[src/pfc_pkg.sv]
// ----------------------------------------------------------------------------
// pfc_pkg
// format codes, thresholds and the beat type shared by the converter stages
// ----------------------------------------------------------------------------
package pfc_pkg;

    typedef logic [3:0] t_fmt;

    localparam t_fmt FMT_RGBA32   = 4'd0;
    localparam t_fmt FMT_RBGA32   = 4'd1;
    localparam t_fmt FMT_GRBA32   = 4'd2;
    localparam t_fmt FMT_GBRA32   = 4'd3;
    localparam t_fmt FMT_BRGA32   = 4'd4;
    localparam t_fmt FMT_BGRA32   = 4'd5;
    localparam t_fmt FMT_MONO8    = 4'd6;
    localparam t_fmt FMT_MONO16   = 4'd7;
    localparam t_fmt FMT_MONO32   = 4'd8;
    localparam t_fmt FMT_MONO64   = 4'd9;
    localparam t_fmt FMT_R1G1B1I1 = 4'd10;
    localparam t_fmt FMT_R3G3B2   = 4'd11;
    localparam t_fmt FMT_ASCII    = 4'd12;
    localparam t_fmt FMT_VGA_CHAR = 4'd13;
    localparam t_fmt FMT_VGA_ATTR = 4'd14;
    localparam t_fmt FMT_INVALID  = 4'd15;

    typedef logic [1:0] t_status;

    localparam t_status ST_OK      = 2'd0;
    localparam t_status ST_INVALID = 2'd1;
    localparam t_status ST_NO_FMT  = 2'd2;

    // register indexes of the configuration port
    localparam logic [1:0] CFG_SOURCE = 2'd0;
    localparam logic [1:0] CFG_DEST   = 2'd1;

    // intensity levels and character coverage colour
    localparam logic [7:0] LVL_FULL   = 8'hFF;
    localparam logic [7:0] LVL_HALF   = 8'h80;
    localparam logic [7:0] COVER_GREY = 8'hB0;
    localparam logic [7:0] CHAR_LO    = 8'h21;
    localparam logic [7:0] CHAR_HI    = 8'h7E;

    // thresholds
    localparam logic [7:0] TH_60 = 8'h60;
    localparam logic [7:0] TH_80 = 8'h80;
    localparam logic [7:0] TH_C0 = 8'hC0;
    localparam logic [7:0] TH_40 = 8'h40;
    localparam logic [7:0] TH_20 = 8'h20;
    localparam logic [7:0] TH_F0 = 8'hF0;
    localparam logic [7:0] TH_A0 = 8'hA0;

    // character ramp
    localparam logic [7:0] CH_AT    = 8'h40;
    localparam logic [7:0] CH_HASH  = 8'h23;
    localparam logic [7:0] CH_STAR  = 8'h2A;
    localparam logic [7:0] CH_DOT   = 8'h2E;
    localparam logic [7:0] CH_SPACE = 8'h20;

    // divide by three: avg = (sum * 683) >> 11, exact for sum up to 765
    localparam logic [9:0] RECIP3 = 10'd683;
    localparam int         RECIP3_SHIFT = 11;

    // one beat between stages
    typedef struct packed {
        logic        bypass;  // word is the final result
        logic [63:0] word;    // final result, or rgba in the low 32 bits
        t_status     status;
        t_fmt        dest;
        logic [7:0]  avg;
    } t_beat;

endpackage

[src/pfc_decode.sv]
// ----------------------------------------------------------------------------
// pfc_decode
// first stage: resolves the format pair and decodes the source pixel to rgba
// ----------------------------------------------------------------------------
module pfc_decode (
    input  logic          i_clk,
    input  logic          i_load,
    input  pfc_pkg::t_fmt i_src,
    input  pfc_pkg::t_fmt i_dest,
    input  logic [63:0]   i_pixel,
    output pfc_pkg::t_beat o_beat
);
    import pfc_pkg::*;

    t_beat r_beat;
    t_beat n_beat;

    function automatic logic [31:0] nibble_colour(input logic [3:0] nib);
        logic [7:0] lvl;
        lvl = nib[3] ? LVL_FULL : LVL_HALF;
        return {LVL_FULL, nib[2] ? lvl : 8'h00, nib[1] ? lvl : 8'h00,
                nib[0] ? lvl : 8'h00};
    endfunction

    function automatic logic [63:0] size_mask(input t_fmt f);
        case (f) inside
            FMT_MONO8, FMT_R1G1B1I1, FMT_R3G3B2, FMT_ASCII, FMT_VGA_CHAR,
            FMT_VGA_ATTR:                          return 64'h0000_0000_0000_00FF;
            FMT_MONO16:                            return 64'h0000_0000_0000_FFFF;
            [FMT_RGBA32:FMT_BGRA32], FMT_MONO32:   return 64'h0000_0000_FFFF_FFFF;
            FMT_MONO64:                            return 64'hFFFF_FFFF_FFFF_FFFF;
            default:                               return 64'h0;
        endcase
    endfunction

    logic [7:0]  b0, b1, b2, b3;
    logic [31:0] rgba;
    logic        src_ok;

    assign b0 = i_pixel[7:0];
    assign b1 = i_pixel[15:8];
    assign b2 = i_pixel[23:16];
    assign b3 = i_pixel[31:24];

    always_comb begin
        src_ok = 1'b1;
        case (i_src)
            FMT_RGBA32:   rgba = {b3, b2, b1, b0};
            FMT_RBGA32:   rgba = {b3, b1, b2, b0};
            FMT_GRBA32:   rgba = {b3, b2, b0, b1};
            FMT_GBRA32:   rgba = {b3, b1, b0, b2};
            FMT_BRGA32:   rgba = {b3, b0, b2, b1};
            FMT_BGRA32:   rgba = {b3, b0, b1, b2};
            FMT_R1G1B1I1: rgba = nibble_colour(b0[3:0]);
            FMT_VGA_ATTR: rgba = nibble_colour(b0[7:4]);
            FMT_ASCII, FMT_VGA_CHAR: begin
                rgba = (b0 >= CHAR_LO && b0 <= CHAR_HI) ?
                       {LVL_FULL, COVER_GREY, COVER_GREY, COVER_GREY} : 32'h0;
            end
            default: begin
                rgba   = 32'h0;
                src_ok = 1'b0;
            end
        endcase
    end

    always_comb begin
        n_beat.bypass = 1'b0;
        n_beat.word   = {32'h0, rgba};
        n_beat.status = ST_OK;
        n_beat.dest   = i_dest;
        n_beat.avg    = 8'h00;
        if (i_src == i_dest) begin
            // plain copy of the pixel's own bytes
            n_beat.bypass = 1'b1;
            n_beat.word   = i_pixel & size_mask(i_dest);
            n_beat.status = (i_dest == FMT_INVALID) ? ST_NO_FMT : ST_OK;
        end else if (i_src == FMT_RGBA32) begin
            n_beat.word = {32'h0, b3, b2, b1, b0};
            if (i_dest == FMT_INVALID) begin
                n_beat.bypass = 1'b1;
                n_beat.word   = 64'h0;
                n_beat.status = ST_NO_FMT;
            end
        end else if (!src_ok || i_dest == FMT_INVALID) begin
            n_beat.bypass = 1'b1;
            n_beat.word   = 64'h0;
            n_beat.status = ST_INVALID;
        end
    end

    always_ff @(posedge i_clk) begin
        if (i_load) begin
            r_beat <= n_beat;
        end
    end

    assign o_beat = r_beat;

endmodule

[src/pfc_average.sv]
// ----------------------------------------------------------------------------
// pfc_average
// second stage: channel sum and divide by three through a reciprocal
// ----------------------------------------------------------------------------
module pfc_average (
    input  logic           i_clk,
    input  logic           i_load,
    input  pfc_pkg::t_beat i_beat,
    output pfc_pkg::t_beat o_beat
);
    import pfc_pkg::*;

    t_beat       r_beat;
    t_beat       n_beat;
    logic [9:0]  sum;
    logic [19:0] prod;

    assign sum  = {2'b00, i_beat.word[7:0]} + {2'b00, i_beat.word[15:8]}
                + {2'b00, i_beat.word[23:16]};
    assign prod = sum * RECIP3;

    always_comb begin
        n_beat     = i_beat;
        n_beat.avg = prod[RECIP3_SHIFT +: 8];
    end

    always_ff @(posedge i_clk) begin
        if (i_load) begin
            r_beat <= n_beat;
        end
    end

    assign o_beat = r_beat;

endmodule

[src/pfc_encode.sv]
// ----------------------------------------------------------------------------
// pfc_encode
// last stage: encodes rgba into the destination format, output register
// ----------------------------------------------------------------------------
module pfc_encode (
    input  logic             i_clk,
    input  logic             i_load,
    input  pfc_pkg::t_beat   i_beat,
    output logic [63:0]      o_pixel,
    output pfc_pkg::t_status o_status
);
    import pfc_pkg::*;

    logic [63:0] r_pixel;
    logic [63:0] n_pixel;
    t_status     r_status;

    logic [7:0] r, g, b, a, avg;
    logic [3:0] hi, lo;
    logic [7:0] ramp;

    assign r   = i_beat.word[7:0];
    assign g   = i_beat.word[15:8];
    assign b   = i_beat.word[23:16];
    assign a   = i_beat.word[31:24];
    assign avg = i_beat.avg;

    assign hi = {avg >= TH_F0, b >= TH_80, g >= TH_80, r >= TH_80};
    assign lo = {avg >= TH_A0, b >= TH_40, g >= TH_40, r >= TH_40};

    always_comb begin
        if (avg > TH_C0)      ramp = CH_AT;
        else if (avg > TH_80) ramp = CH_HASH;
        else if (avg > TH_40) ramp = CH_STAR;
        else if (avg > TH_20) ramp = CH_DOT;
        else                  ramp = CH_SPACE;
    end

    always_comb begin
        if (i_beat.bypass) begin
            n_pixel = i_beat.word;
        end else begin
            case (i_beat.dest)
                FMT_RGBA32:   n_pixel = {32'h0, a, b, g, r};
                FMT_RBGA32:   n_pixel = {32'h0, a, g, b, r};
                FMT_GRBA32:   n_pixel = {32'h0, a, b, r, g};
                FMT_GBRA32:   n_pixel = {32'h0, a, r, b, g};
                FMT_BRGA32:   n_pixel = {32'h0, a, g, r, b};
                FMT_BGRA32:   n_pixel = {32'h0, a, r, g, b};
                FMT_MONO8:    n_pixel = {56'h0, avg};
                FMT_MONO16:   n_pixel = {48'h0, avg, 8'h00};
                FMT_MONO32:   n_pixel = {32'h0, avg, 24'h0};
                FMT_MONO64:   n_pixel = {avg, 56'h0};
                FMT_R1G1B1I1: begin
                    n_pixel = {60'h0, avg >= TH_80, b >= TH_60, g >= TH_60, r >= TH_60};
                end
                FMT_R3G3B2:   n_pixel = {56'h0, b[7:6], g[7:5], r[7:5]};
                FMT_ASCII, FMT_VGA_CHAR: n_pixel = {56'h0, ramp};
                FMT_VGA_ATTR: n_pixel = {56'h0, hi, lo};
                default:      n_pixel = 64'h0;
            endcase
        end
    end

    always_ff @(posedge i_clk) begin
        if (i_load) begin
            r_pixel  <= n_pixel;
            r_status <= i_beat.status;
        end
    end

    assign o_pixel  = r_pixel;
    assign o_status = r_status;

endmodule

[src/pixel_format_converter.sv]
// ----------------------------------------------------------------------------
// pixel_format_converter
// an accepted input beat passes the decode, average and encode registers
// throughput: one pixel per cycle while the output is not stalled; decode,
//   average and encode stages each hold one beat in a three-register pipeline
// reset: synchronous active low, clears stage valid bits and sets both
//   format registers to rgba32; no clearing pass, usable the cycle after
// ----------------------------------------------------------------------------
module pixel_format_converter (
    input  logic        i_clk,
    input  logic        i_rst_n,

    // pixel input channel
    input  logic        i_in_valid,
    output logic        o_in_stall,
    input  logic [63:0] i_pixel_in,

    // pixel output channel
    output logic        o_out_valid,
    input  logic        i_out_stall,
    output logic [63:0] o_pixel_out,
    output logic [1:0]  o_conv_status,

    // configuration write channel
    input  logic        i_cfg_valid,
    output logic        o_cfg_ready,
    input  logic [1:0]  i_cfg_index,
    input  logic [3:0]  i_cfg_data
);
    import pfc_pkg::*;

    // format registers, written only while the pipeline is empty
    t_fmt r_src_fmt;
    t_fmt r_dest_fmt;

    // valid bits for the decode, average and encode/output registers
    logic r_v1, r_v2, r_v3;

    // a stage loads when it is empty or its content moves on
    logic adv1, adv2, adv3;

    t_beat   beat1;
    t_beat   beat2;
    t_status status3;

    assign adv3 = !r_v3 || !i_out_stall;
    assign adv2 = !r_v2 || adv3;
    assign adv1 = !r_v1 || adv2;

    // bubbles collapse, so input stalls only when every stage is full and held
    assign o_in_stall  = !adv1;
    // register beats wait until no pixel is left in the stages
    assign o_cfg_ready = !(r_v1 || r_v2 || r_v3);

    always_ff @(posedge i_clk) begin
        if (!i_rst_n) begin
            r_src_fmt  <= FMT_RGBA32;
            r_dest_fmt <= FMT_RGBA32;
        end else if (i_cfg_valid && o_cfg_ready) begin
            // indexes past the register list are dropped
            case (i_cfg_index)
                CFG_SOURCE: r_src_fmt  <= i_cfg_data;
                CFG_DEST:   r_dest_fmt <= i_cfg_data;
                default: ;
            endcase
        end
    end

    always_ff @(posedge i_clk) begin
        if (!i_rst_n) begin
            r_v1 <= 1'b0;
            r_v2 <= 1'b0;
            r_v3 <= 1'b0;
        end else begin
            if (adv1) r_v1 <= i_in_valid;
            if (adv2) r_v2 <= r_v1;
            if (adv3) r_v3 <= r_v2;
        end
    end

    // stage one: format pair resolution and source decode
    pfc_decode u_decode (
        .i_clk   (i_clk),
        .i_load  (adv1 && i_in_valid),
        .i_src   (r_src_fmt),
        .i_dest  (r_dest_fmt),
        .i_pixel (i_pixel_in),
        .o_beat  (beat1)
    );

    // stage two: (r + g + b) / 3
    pfc_average u_average (
        .i_clk  (i_clk),
        .i_load (adv2 && r_v1),
        .i_beat (beat1),
        .o_beat (beat2)
    );

    // stage three: destination encode into the output register
    pfc_encode u_encode (
        .i_clk    (i_clk),
        .i_load   (adv3 && r_v2),
        .i_beat   (beat2),
        .o_pixel  (o_pixel_out),
        .o_status (status3)
    );

    assign o_out_valid   = r_v3;
    assign o_conv_status = status3;

endmodule

[config.mk]
export PLATFORM = sky130hd
export DESIGN_NAME = pixel_format_converter
export DESIGN_NICKNAME = d
export VERILOG_FILES = /design/src/pfc_pkg.sv /design/src/pfc_decode.sv /design/src/pfc_average.sv /design/src/pfc_encode.sv /design/src/pixel_format_converter.sv
export SDC_FILE = /design/constraint.sdc
export NUM_CORES = 1
export LEC_CHECK = 0
export BUFFER_PORTS_ARGS = -buffer_cell sky130_fd_sc_hd__buf_4
export CAP_MARGIN = 20
export CORE_UTILIZATION = 30
export DETAILED_ROUTE_END_ITERATION = 12
export PLACE_DENSITY = 0.52
export REMOVE_ABC_BUFFERS = 1
export SETUP_SLACK_MARGIN = 0.4
export SKIP_CTS_REPAIR_TIMING = 1
export SYNTH_ARGS = -nofsm -noshare
export SYNTH_HDL_FRONTEND = slang
export SYNTH_SLANG_ARGS = --single-unit
[constraint.sdc]
create_clock -name i_clk -period 6.6 [get_ports i_clk]
set_input_delay 0.33 -clock i_clk [delete_from_list [all_inputs] [get_ports i_clk]]
set_output_delay 0.33 -clock i_clk [all_outputs]
set_load 0.05 [all_outputs]
==> impl_results.md <==
- Outcome: finished, final reports clean
- CP peak stage delay: 0.49 ns
- Pin count of the biggest net entering global routing: 72
- Number of vias per cell: 4.882
- Count of buffers from port buffering: 143
- Detailed-route wire length per cell: 17.70 um
- Finished Cell Area: 15180 sq um
- Worst hold slack: 0.02724 ns
- Total gr overflow: 0
- R2r worst-path depth: 29
- Worst setup SP type: register
- Tightest Pin Transition: 1.053 ns
- # clock sinks: 227
- CTS tree: done
- Number of filler cells placed in the layout: 3849
- Final setup margin: 0.3050 ns
- Clock Path Buffers: 3
- Synth warn: 0
- Clock Skew: 0.01143 ns
- Overall die height: 203.5 um
- Setup violators final: 0
- Crit. End Element: register
- DRC Markers: 0
- Crit path launch: u_decode.o_beat[22]
- Core Area: 39910 sq um
- Via count: 8349
- Row count: 73
- Root Buffer: clkbuf_16
- Total CTS buffers: 25
- Commonest non-fill, non-tap cell in the layout: edfxtp_1
- Fmax: 0.1589 GHz
- Crit Path Class: reg -> reg
- Fin. max-slew vios: 0
- Syn-to-layout area delta: 24.66%
- Slowest cell on the critical path: fa_1
- Dpl ws: -0.2463 ns
- R2R Setup Slk: 0.30 ns
- Clock Latency Late Sink: 0.53 ns
- Detailed placer's ending HPWL: 22000 um
- H-Tree Depth: 1
- Initial antenna violation count: 0
- Async S/R FF share, synth: 0%
- Reg area: 6706 sq um
- Synth Instances: 984
- RSZ-0062 raised after global routing: yes
- I/O Pins: 144
- Sequential area share after synthesis: 55.06%
- Worst EP arrival: 6.58 ns
- All-Layer GR Usage: 14.23%
- Layout Nets: 1336
- Final Cycle Share: 95.38%
- R2R Path Start: u_decode.o_beat[22]
- Slew HR: 28.84%
- DP Area: 14070 sq um
- Initial DRC count: 520
- Most frequent cells in the layout: edfxtp_1 (216), buf_4 (202), ha_1 (64), o21ai_0 (63), and2_1 (62)
- Die X: 203.5 um
- Crit path top cell by count: ha_4
- CP Capture Point: u_average.o_beat[6]
- Main synth FF type: edfxtp_1
- Cell Area, Synth: 12180 sq um
- WL final: 30260 um
- Vias in the first global route: 8085
- Initial core utilization: 30.52%
- Detailed Routing Iterations Pass 1: 7
- Yosys reg bits: 227
- Ant diodes: 0
- CP max FO: 3
- Critical R2R Capture: u_average.o_beat[6]
- Hold Violations, Final: 0
- Fin util: 38.04%
- Final ANT Viol Nets: 0
- Max Cap Violations: 0
- Worst EP required: 6.88 ns
- Final Wtd Congestion: 0.8622
- Share of cells above drive strength 1: 27.26%
- DIE AREA: 41410 sq um
- Final min period: 6.295 ns
- Worst-path clk slew: 0.06 ns
- Avg Inst Size Synth: 12.38 sq um
- Worst Hold Class: in -> reg
- Global-route wire length before repair: 46310 um
- Multi-input gate area: 5403 sq um
- Netlist cell types: 69
- Number of enable flip-flop cells after synthesis: 216
final cells by class:
type / instances / share of cell area, %
sequential: 227 / 44.17
multi-input combinational: 668 / 35.58
timing repair buffer: 202 / 9.987
tap: 525 / 4.326
clock buffer: 27 / 4.169
inverter: 42 / 1.038
clock inverter: 19 / 0.7334
cell usage after synthesis, drive strengths merged (4+ instances only):
cell	instances	area, sq um
edfxtp	216	6486
ha	75	938.4
o21ai	74	377.9
and2	63	394.1
nand2	57	214.0
a21oi	55	275.3
inv	42	157.7
a22o	38	334.1
nor2	37	138.9
clkbuf	33	125.1
nor2b	25	158.9
a22oi	24	180.2
xnor2	23	201.4
a21o	21	168.9
fa	20	400.4
mux2	18	202.7
xor2	16	140.1
a221oi	14	122.6
buf	13	88.83
nand3	12	60.06
nor3	12	60.06
dfxtp	11	220.2
mux2i	11	110.1
nand2b	11	68.82
a31oi	9	62.56
a211oi	5	37.54
nand4	4	25.02
o21a	4	30.03
stage by stage:
step                      setup TNS [ns]  std cells
after detailed placement         -0.7036       1654
after floorplan                 -0.03073        937
after CTS                        -0.7001       1700
after global placement           -0.1484       1654
final                                  0       1710
after global routing                   0       1710
cells by family (layout without fill, tap and decap cells):
family	after synthesis	in the layout	share of synthesized area, %
AO/OA/AOI/OAI	265	265	14.72
AND/OR/NAND/NOR	240	240	10.65
flip-flops	227	227	55.06
adder cells (fa/ha/maj)	95	95	10.99
buffers and inverters	89	290	3.205
XOR/XNOR	39	39	2.804
multiplexers	29	29	2.568
sequential cells by signal, summed over array words and instances, names as in the netlist:
register,count
u_encode.o_status,2
r_src_fmt,4
u_encode.o_pixel,64
r_dest_fmt,4
u_average.o_beat,79
r_v1,1
u_decode.o_beat,71
r_v2,1
o_out_valid,1
worst max-delay path, delay by kind of cell (launching register included):
family / cells / cell delay (ns)
adder cells (fa/ha/maj): 9 / 3.04
AO/OA/AOI/OAI: 9 / 1.46
XOR/XNOR: 3 / 0.49
flip-flops: 1 / 0.41
AND/OR/NAND/NOR: 3 / 0.38
buffers and inverters: 5 / 0.27
layer usage:
layer	GRT usage, %	share of wire, %	routed length, um
met1	20.87	48	14430
met2	22.10	46	13870
met3	1.918	4.5	1361
met4	3.383	2.0	602
met5	0	0	0
how the worst min path moves through the flow:
stage                                   start                    to  slack, ns  cells after the start
final                              i_in_valid                  r_v1       0.03                      2
after global routing               i_in_valid                  r_v1      0.002                      2
after CTS                          i_in_valid                  r_v1      0.004                      2
after detailed placement  u_decode.o_beat[44]  u_average.o_beat[44]       0.40                      0
after global placement    u_decode.o_beat[74]  u_average.o_beat[74]       0.40                      0
after floorplan           u_decode.o_beat[10]  u_average.o_beat[10]       0.40                      0
Power is left out: the tool's default activity adds up to more than one toggle a clock period on the data nets, which glitch-free logic cannot reach.
